### src/hw/rtl/chacha20_stream_cipher_core_assert.svh
// assertion macros shared by the cipher rtl
// depends on nothing; define NO_ASSERTIONS to drop all checks
`ifndef CHACHA20_STREAM_CIPHER_CORE_ASSERT_SVH
`define CHACHA20_STREAM_CIPHER_CORE_ASSERT_SVH
`ifndef NO_ASSERTIONS
`define CHK_IMPL(lbl, clk, rst, ante, cons) \
   lbl: assert property (@(posedge clk) disable iff (rst) (ante) |-> (cons)) \
      else $error("check failed");
`define CHK_NEXT(lbl, clk, rst, ante, cons) \
   lbl: assert property (@(posedge clk) disable iff (rst) (ante) |=> (cons)) \
      else $error("check failed");
`else
`define CHK_IMPL(lbl, clk, rst, ante, cons)
`define CHK_NEXT(lbl, clk, rst, ante, cons)
`endif
`endif

### src/hw/rtl/chacha_pkg.sv
// types, constants and the quarter round for the cipher core
// depends on nothing
package chacha_pkg;
   localparam int ROUND_COUNT = 20;
   localparam int DROUNDS = ROUND_COUNT / 2;
   localparam int RCNT_W = $clog2(DROUNDS + 1);
   localparam logic [2:0] CSR_NONCE = 3'd4;

   typedef logic [31:0] word_type;
   typedef word_type [15:0] state_type;

   typedef struct packed {
      logic [63:0] data_bytes;
      logic [3:0]  byte_count;
      logic        first_item;
      logic        last_item;
   } req_type;

   typedef struct packed {
      logic [63:0] out_bytes;
      logic [3:0]  out_count;
      logic        out_last;
      logic        counter_overflow;
   } rsp_type;

   // front to back queue entry
   typedef struct packed {
      req_type req;
      logic    need_block;
   } job_type;

   typedef struct packed {
      logic [255:0] key;
      logic [63:0]  nonce;
   } cfg_type;

   localparam word_type SIGMA0 = 32'h61707865;
   localparam word_type SIGMA1 = 32'h3320646e;
   localparam word_type SIGMA2 = 32'h79622d32;
   localparam word_type SIGMA3 = 32'h6b206574;

   function automatic word_type rotl(input word_type v, input int n);
      rotl = (v << n) | (v >> (32 - n));
   endfunction

   function automatic logic [127:0] qround(input word_type a, input word_type b,
                                           input word_type c, input word_type d);
      word_type a1, b1, c1, d1;
      a1 = a + b;   d1 = rotl(d ^ a1, 16);
      c1 = c + d1;  b1 = rotl(b ^ c1, 12);
      a1 = a1 + b1; d1 = rotl(d1 ^ a1, 8);
      c1 = c1 + d1; b1 = rotl(b1 ^ c1, 7);
      qround = {a1, b1, c1, d1};
   endfunction

   function automatic logic [63:0] byte_mask(input logic [3:0] cnt);
      logic [63:0] m;
      m = '0;
      for (int i = 0; i < 8; i++) begin
         if (cnt > 4'(i)) m[8*i +: 8] = 8'hff;
      end
      byte_mask = m;
   endfunction
endpackage

### src/hw/rtl/chacha_front.sv
// front part: accepts beats, tracks word position, flags block starts
// depends on chacha_pkg and chacha20_stream_cipher_core_assert.svh
module chacha_front (
   input  logic                 clock,
   input  logic                 reset,
   input  logic                 req_valid,
   output logic                 req_stall,
   input  chacha_pkg::req_type  req_data,
   output logic                 q_valid,
   input  logic                 q_stall,
   output chacha_pkg::job_type  q_data
);
   import chacha_pkg::*;

   logic [2:0] pos_ff, pos_in;
   logic [1:0] cnt_ff;
   job_type    buf_ff [2];
   logic       wr_ff, rd_ff;
   logic       push, pop;

   assign req_stall = (cnt_ff == 2'd2);
   assign push = req_valid && !req_stall;
   assign q_valid = (cnt_ff != 2'd0);
   assign pop = q_valid && !q_stall;
   assign q_data = buf_ff[rd_ff];
   assign pos_in = req_data.first_item ? 3'd1 : pos_ff + 3'd1;

   always_ff @(posedge clock) begin
      if (push) begin
         buf_ff[wr_ff].req <= req_data;
         buf_ff[wr_ff].need_block <= req_data.first_item || (pos_ff == 3'd0);
      end
      if (reset) begin
         pos_ff <= '0;
         cnt_ff <= '0;
         wr_ff <= 1'b0;
         rd_ff <= 1'b0;
      end else begin
         if (push) begin
            pos_ff <= pos_in;
            wr_ff <= !wr_ff;
         end
         if (pop) rd_ff <= !rd_ff;
         cnt_ff <= cnt_ff + 2'(push) - 2'(pop);
      end
   end

`include "chacha20_stream_cipher_core_assert.svh"
   `CHK_IMPL(a_no_overfill, clock, reset, cnt_ff == 2'd2, !push)
   `CHK_IMPL(a_no_underrun, clock, reset, cnt_ff == 2'd0, !pop)
   `CHK_NEXT(a_first_pos, clock, reset, push && req_data.first_item, pos_ff == 3'd1)
endmodule

### config.mk
export PLATFORM = sky130hd
export DESIGN_NAME = chacha_front
export DESIGN_NICKNAME = d
export VERILOG_FILES = /design/src/hw/rtl/chacha_pkg.sv /design/src/hw/rtl/chacha_front.sv
export VERILOG_INCLUDE_DIRS = /design/src /design/src/hw/rtl
export SDC_FILE = /design/constraint.sdc
export NUM_CORES = 1
export LEC_CHECK = 0
export BUFFER_PORTS_ARGS = -buffer_cell sky130_fd_sc_hd__buf_2
export CORE_MARGIN = 2
export CORE_UTILIZATION = 35
export DETAILED_ROUTE_END_ITERATION = 7
export GPL_ROUTABILITY_DRIVEN = 0
export PLACE_DENSITY = 0.66
export SYNTH_ARGS = -nofsm -noshare
export SYNTH_HDL_FRONTEND = slang
export SYNTH_SLANG_ARGS = --single-unit
export TNS_END_PERCENT = 20
### constraint.sdc
create_clock -name clock -period 3.8 [get_ports clock]
set_input_delay 0.19 -clock clock [delete_from_list [all_inputs] [get_ports clock]]
set_output_delay 0.19 -clock clock [all_outputs]
set_load 0.01 [all_outputs]
Word-level counts from Yosys, hierarchy flattened:

Memories as Yosys holds them, arrays and structs flattened. A register that Yosys moved wholly into a read port is not among the register bits.
Cells that the tools add are included.

* memories kept: 1
* memory bits (writable): 142
* bits in registers: 7
* logic and storage cells: 23

Memories
* buf_ff: depth 2, width 71, read ports 1, clocked after Yosys merged registers in 1, write ports 1, line chacha_front.sv:17 `job_type buf_ff [2];`

* eq/ne operators: 1
* multiplexer cells: 5
* add/subtract/negate cells: 3
* reductions and logical operators: 9

Operator list (number)
* zero test 1 bit: 4
* two-way mux 1 bit: 4
* adder 3 x 1 -> 3 bit, second input constant: 1
* zero test 3 bit: 1
* two-way mux 3 bit: 1
* adder 2 x 1 -> 2 bit: 1
* == test 2 bit, second input constant: 1
* logical AND 1 bit: 2
* nonzero test 2 bit: 1
* subtractor 2 x 1 -> 2 bit: 1
* logical OR 1 bit: 1

Depth between registers and ports, before layout:

* depth in word-level cells: 5
* depth in mapped cells: 8
* depth with buffers taken out: 8

Worst setup path after synthesis:

Ideal clock, no wire load.

* path kind: register -> register
* from: reg cnt_ff[0]
* to: mem buf_ff[0][0] (netlist name), enable pin
* clock period less this slack: 2684 ps
* required time: 3375 ps
* stages on the path, launching flop included: 5
* setup time: 425 ps
* path slack: 1116 ps
* arrival time: 2259 ps
* cell sequence: dfxtp_1 nand2b_4 inv_2 or3_1 inv_1

* word-level cells in the longest chain between the ends: 5

RTL lines
* from (decl): line chacha_front.sv:16 `logic [1:0] cnt_ff;`
* from (signal assigned): line chacha_front.sv:44 `cnt_ff <= cnt_ff + 2'(push) - 2'(pop);`
* == test 2 bit: line chacha_front.sv:21 `assign req_stall = (cnt_ff == 2'd2);`
* net req_stall: line chacha_front.sv:7 `output logic req_stall,`
* zero test 1 bit: line chacha_front.sv:22 `assign push = req_valid && !req_stall;`
* logical AND 1 bit: line chacha_front.sv:22
* two-way mux 1 bit: line chacha_front.sv:29 `if (push) begin`
* two-way mux 1 bit (not written as such): line chacha_front.sv:31 `buf_ff[wr_ff].need_block <= req_data.first_item || (pos_ff == 3'd0);`
* to (decl): line chacha_front.sv:17

The timed path passes the listed nets, and every way through them passes these cells.

Final worst setup path:

* from: reg cnt_ff[0]
* to: mem buf_ff[0][38] (netlist name), enable pin

* word-level cells in the longest chain between the ends: 5

RTL lines
* == test 2 bit: line chacha_front.sv:21
* zero test 1 bit: line chacha_front.sv:22
* logical AND 1 bit: line chacha_front.sv:22
* two-way mux 1 bit: line chacha_front.sv:29
* two-way mux 1 bit (not written as such): line chacha_front.sv:30 `buf_ff[wr_ff].req <= req_data;`

No other way between the ends.

==> impl_results.md <==
- Status: finished, final reports clean
- Fraction of registers with async set/reset: 0%
- Combinational share of power: 20.8%
- Avg WL per Cell: 14.84 um
- Synth area leaders: edfxtp_1 77%, mux2_2 14%, dfxtp_1 2.9%
- DP Cell Count: 620
- Switching share of power: 25.94%
- Post-route setup slack: 1.473 ns
- Layout area overhead: 40.78%
- Share of power burned in the clock network: 33.6%
- Die Y: 129.6 um
- Final Critical Period: 2.327 ns
- Yosys cell types: 24
- Crit path buffers/inverters: 3
- CTS Buf Count: 17
- Final Routed Wirelength: 10.68 mm
- Share of layout cells above drive strength 1: 49.90%
- Hpwl dp: 6.218 mm
- Worst r2r src: cnt_ff[0]
- Clock latency on the worst-skew pair: 0.41 ns
- Min-delay src: reset
- Register share of total power: 45.7%
- R2R Path End: buf_ff[0][38]
- Ys flop type: edfxtp_1
- Slew margin rel.: 29.16%
- MaxCap Viol Count: 0
- Setup WS pre-CTS: 1.413 ns
- Final total power: 4.929 mW
- Syn. warnings: 0
- Setup CP Type: register to register
- Sink Count: 150
- CP Launch Type: register
- I/O pins: 147
- Fin Hold WS: 0.04213 ns
- Internal: 3.650 mW
- Hold Vio Cnt, Final: 0
- Number of synthesized flops with an enable pin: 142
- Final slew viol count: 0
- Element type at the critical path end: register
- Vias after detailed routing: 3198
- CP required: 3.88 ns
- Worst-path clk slew: 0.06 ns
- # H-tree levels: 4
- Setup tns final: 0 ns
- PD cells: 634.2 nW/um^2
- Post-route ant nets: 0
- CTS tree: done
- Layout Skew: 0.005520 ns
- Row count: 45
- Initial Utilization: 36.05%
- Maximum clock rate: 429.7 MHz
- Vias per inst: 4.442
- RSZ-0062 raised after global routing: no
- Root Buffer: clkbuf_16
- Final number of setup-violating endpoints: 0
- Critical Path AT: 2.41 ns
- CP max FO: 45
- Worst path top cell family by delay: buffers and inverters
- Worst path cell trace: nand2b_4 -> inv_2 -> or3_1 -> clkinv_2 -> buf_4
- Post-Syn Nets: 348
- Final non-filler cell total: 720
- CP max-delay cell: clkinv_2
- Synth Area per Inst: 20.45 um^2
- Worst slew pin tran: 1.063 ns
- Max VDD drop: 505.8 uV
- Static Leak: 2.931 nW
- Hold Crit Class: input pin to register
- Antenna fix cells: 0
- Hold Path Depth: 2
- Post-Syn Area: 5520 um^2
- Drt pass-1 iters: 4
- Switch Pwr: 1.279 mW
- Largest net degree at the start of global routing: 72
- Max stage delay on crit path: 0.60 ns
- Reg-to-reg setup timing slack: 1.47 ns
- Top-area cell type share of the netlist area: 77.24%
- Seq/Total Area, Yosys: 80.15%
- GRT Resource Usage Total: 13.14%
- Leading area contributor after synthesis: edfxtp_1
- Clock Tree Buf Depth: 2
- # port buffers: 146
- Initial antenna violation count: 0
- Vias in the first global route: 3418
- Setup bufs post-CTS: 0
- Drc violations: 0
- DIE AREA: 16790 um^2
- Core Box Area: 15310 um^2
- Nets: 575
- Drt initial violations: 131
- Global route overflow: 0
- Wire length of the first global-routing pass: 16.22 mm
- Number of synthesized register bits: 150
- R2R depth: 5
- Mapped Cells: 270
- Die width: 129.6 um
- Ratio of final minimum period to clock period: 61.24%
-- routing by layer --
metal	wire length (um)	vias to the layer above	global-route usage, %
li1	-	1508	-
met1	4285	1566	14.16
met2	5624	106	23.41
met3	560	18	4.046
met4	213	0	6.452
met5	0	-	0
-- worst reg2reg max path, stage by stage (launching register included) --
cell,delay (ns)
dfxtp_1,0.36
nand2b_4,0.17
inv_2,0.06
or3_1,0.35
clkinv_2,0.60
buf_4,0.46
-- area by class of cell --
| cell class | count | area, um^2 |
|---|---|---|
| Clock buffer | 18 | 429.2 |
| Clock inverter | 13 | 156.4 |
| Fill cell | 1322 | 7543 |
| Inverter | 9 | 35.03 |
| Multi-Input combinational cell | 102 | 1022 |
| Sequential cell | 150 | 4428 |
| Tap cell | 211 | 264.0 |
| Timing Repair Buffer | 217 | 1436 |
-- sequential cells by signal, indices dropped and copies added, names as in the netlist, named ones only --
signal / flops
pos_ff: 3
buf_ff: 142
rd_ff: 1
cnt_ff: 2
wr_ff: 1
-- worst max path at each step --
stage,to,cells after the start,from,slack [ns]
after floorplan,buf_ff[0][0],4,cnt_ff[0],1.12
after global placement,buf_ff[0][15],5,cnt_ff[0],1.51
after detailed placement,buf_ff[0][15],5,cnt_ff[0],1.41
after CTS,buf_ff[0][38],5,cnt_ff[0],1.41
after global routing,buf_ff[0][42],5,cnt_ff[0],1.28
final,buf_ff[0][38],5,cnt_ff[0],1.47
-- cells by family after synthesis --
kind of cell	share of synthesized area (%)
adders and majority gates	0.9067
xor gates and xnor gates	0.1587
DFF	80.15
and+or+nand+nor	1.564
buffers and inverters	1.428
muxes	14.48
AOI/OAI and AO/OA	1.315
-- placed cells by master, fill, tap and decap left out --
master	instances
nand2b_4	1
nor2b_1	1
clkbuf_16	17
buf_2	146
clkinv_1	1
ha_1	4
dfxtp_1	7
nand2_1	1
a211oi_1	1
a21o_1	1
buf_4	2
edfxtp_1	142
clkinv_2	4
bufinv_16	3
dlygate4sd3_1	69
clkinvlp_4	4
nor3_1	2
and3_4	1
or3_1	2
o211ai_1	1
mux2_2	71
dfxtp_4	1
xor2_1	1
clkinv_4	1
a32o_1	1
nand4b_1	1
and2_2	1
inv_2	1
a21oi_1	5
inv_1	7
nor2_1	3
inv_6	1
o21ai_0	3
clkbuf_1	1
and3_1	1
-- Yosys cell counts (2+ instances only) --
cell type and n:
buf_2 8, a21oi_1 5, ha_1 4, or3_1 2, mux2_2 71, inv_1 8, o21ai_0 3, dfxtp_1 8
nor3_1 2, edfxtp_1 142, nor2_1 3, and3_1 2
-- per-stage QoR --
stage | cell area, um^2 | utilization (%)
after floorplan | 5520 | -
after global placement | 6495 | 42.41
after detailed placement | 6495 | 42.41
after CTS | 7771 | 50.74
after global routing | 7771 | 50.74
final | 7771 | 50.74
-- power groups by stage --
| stage | Clock [mW] | Sequential [mW] | Combinational, mW |
|---|---|---|---|
| after floorplan | 0 | 2.19 | 0.674 |
| after global placement | 0 | 2.28 | 0.970 |
| after detailed placement | 0 | 2.29 | 0.983 |
| after CTS | 1.69 | 2.26 | 1.04 |
| after global routing | 1.76 | 2.29 | 1.12 |
| final | 1.65 | 2.25 | 1.02 |
-- what timing repair did --
item                                    in CTS  in global routing
hold buffers                                69                  0
endpoints found under the setup margin       0                  0
hold endpoints to repair                   138                  0
resized for setup                            0                  0
Note: power is estimated with default switching activity, not from simulation.
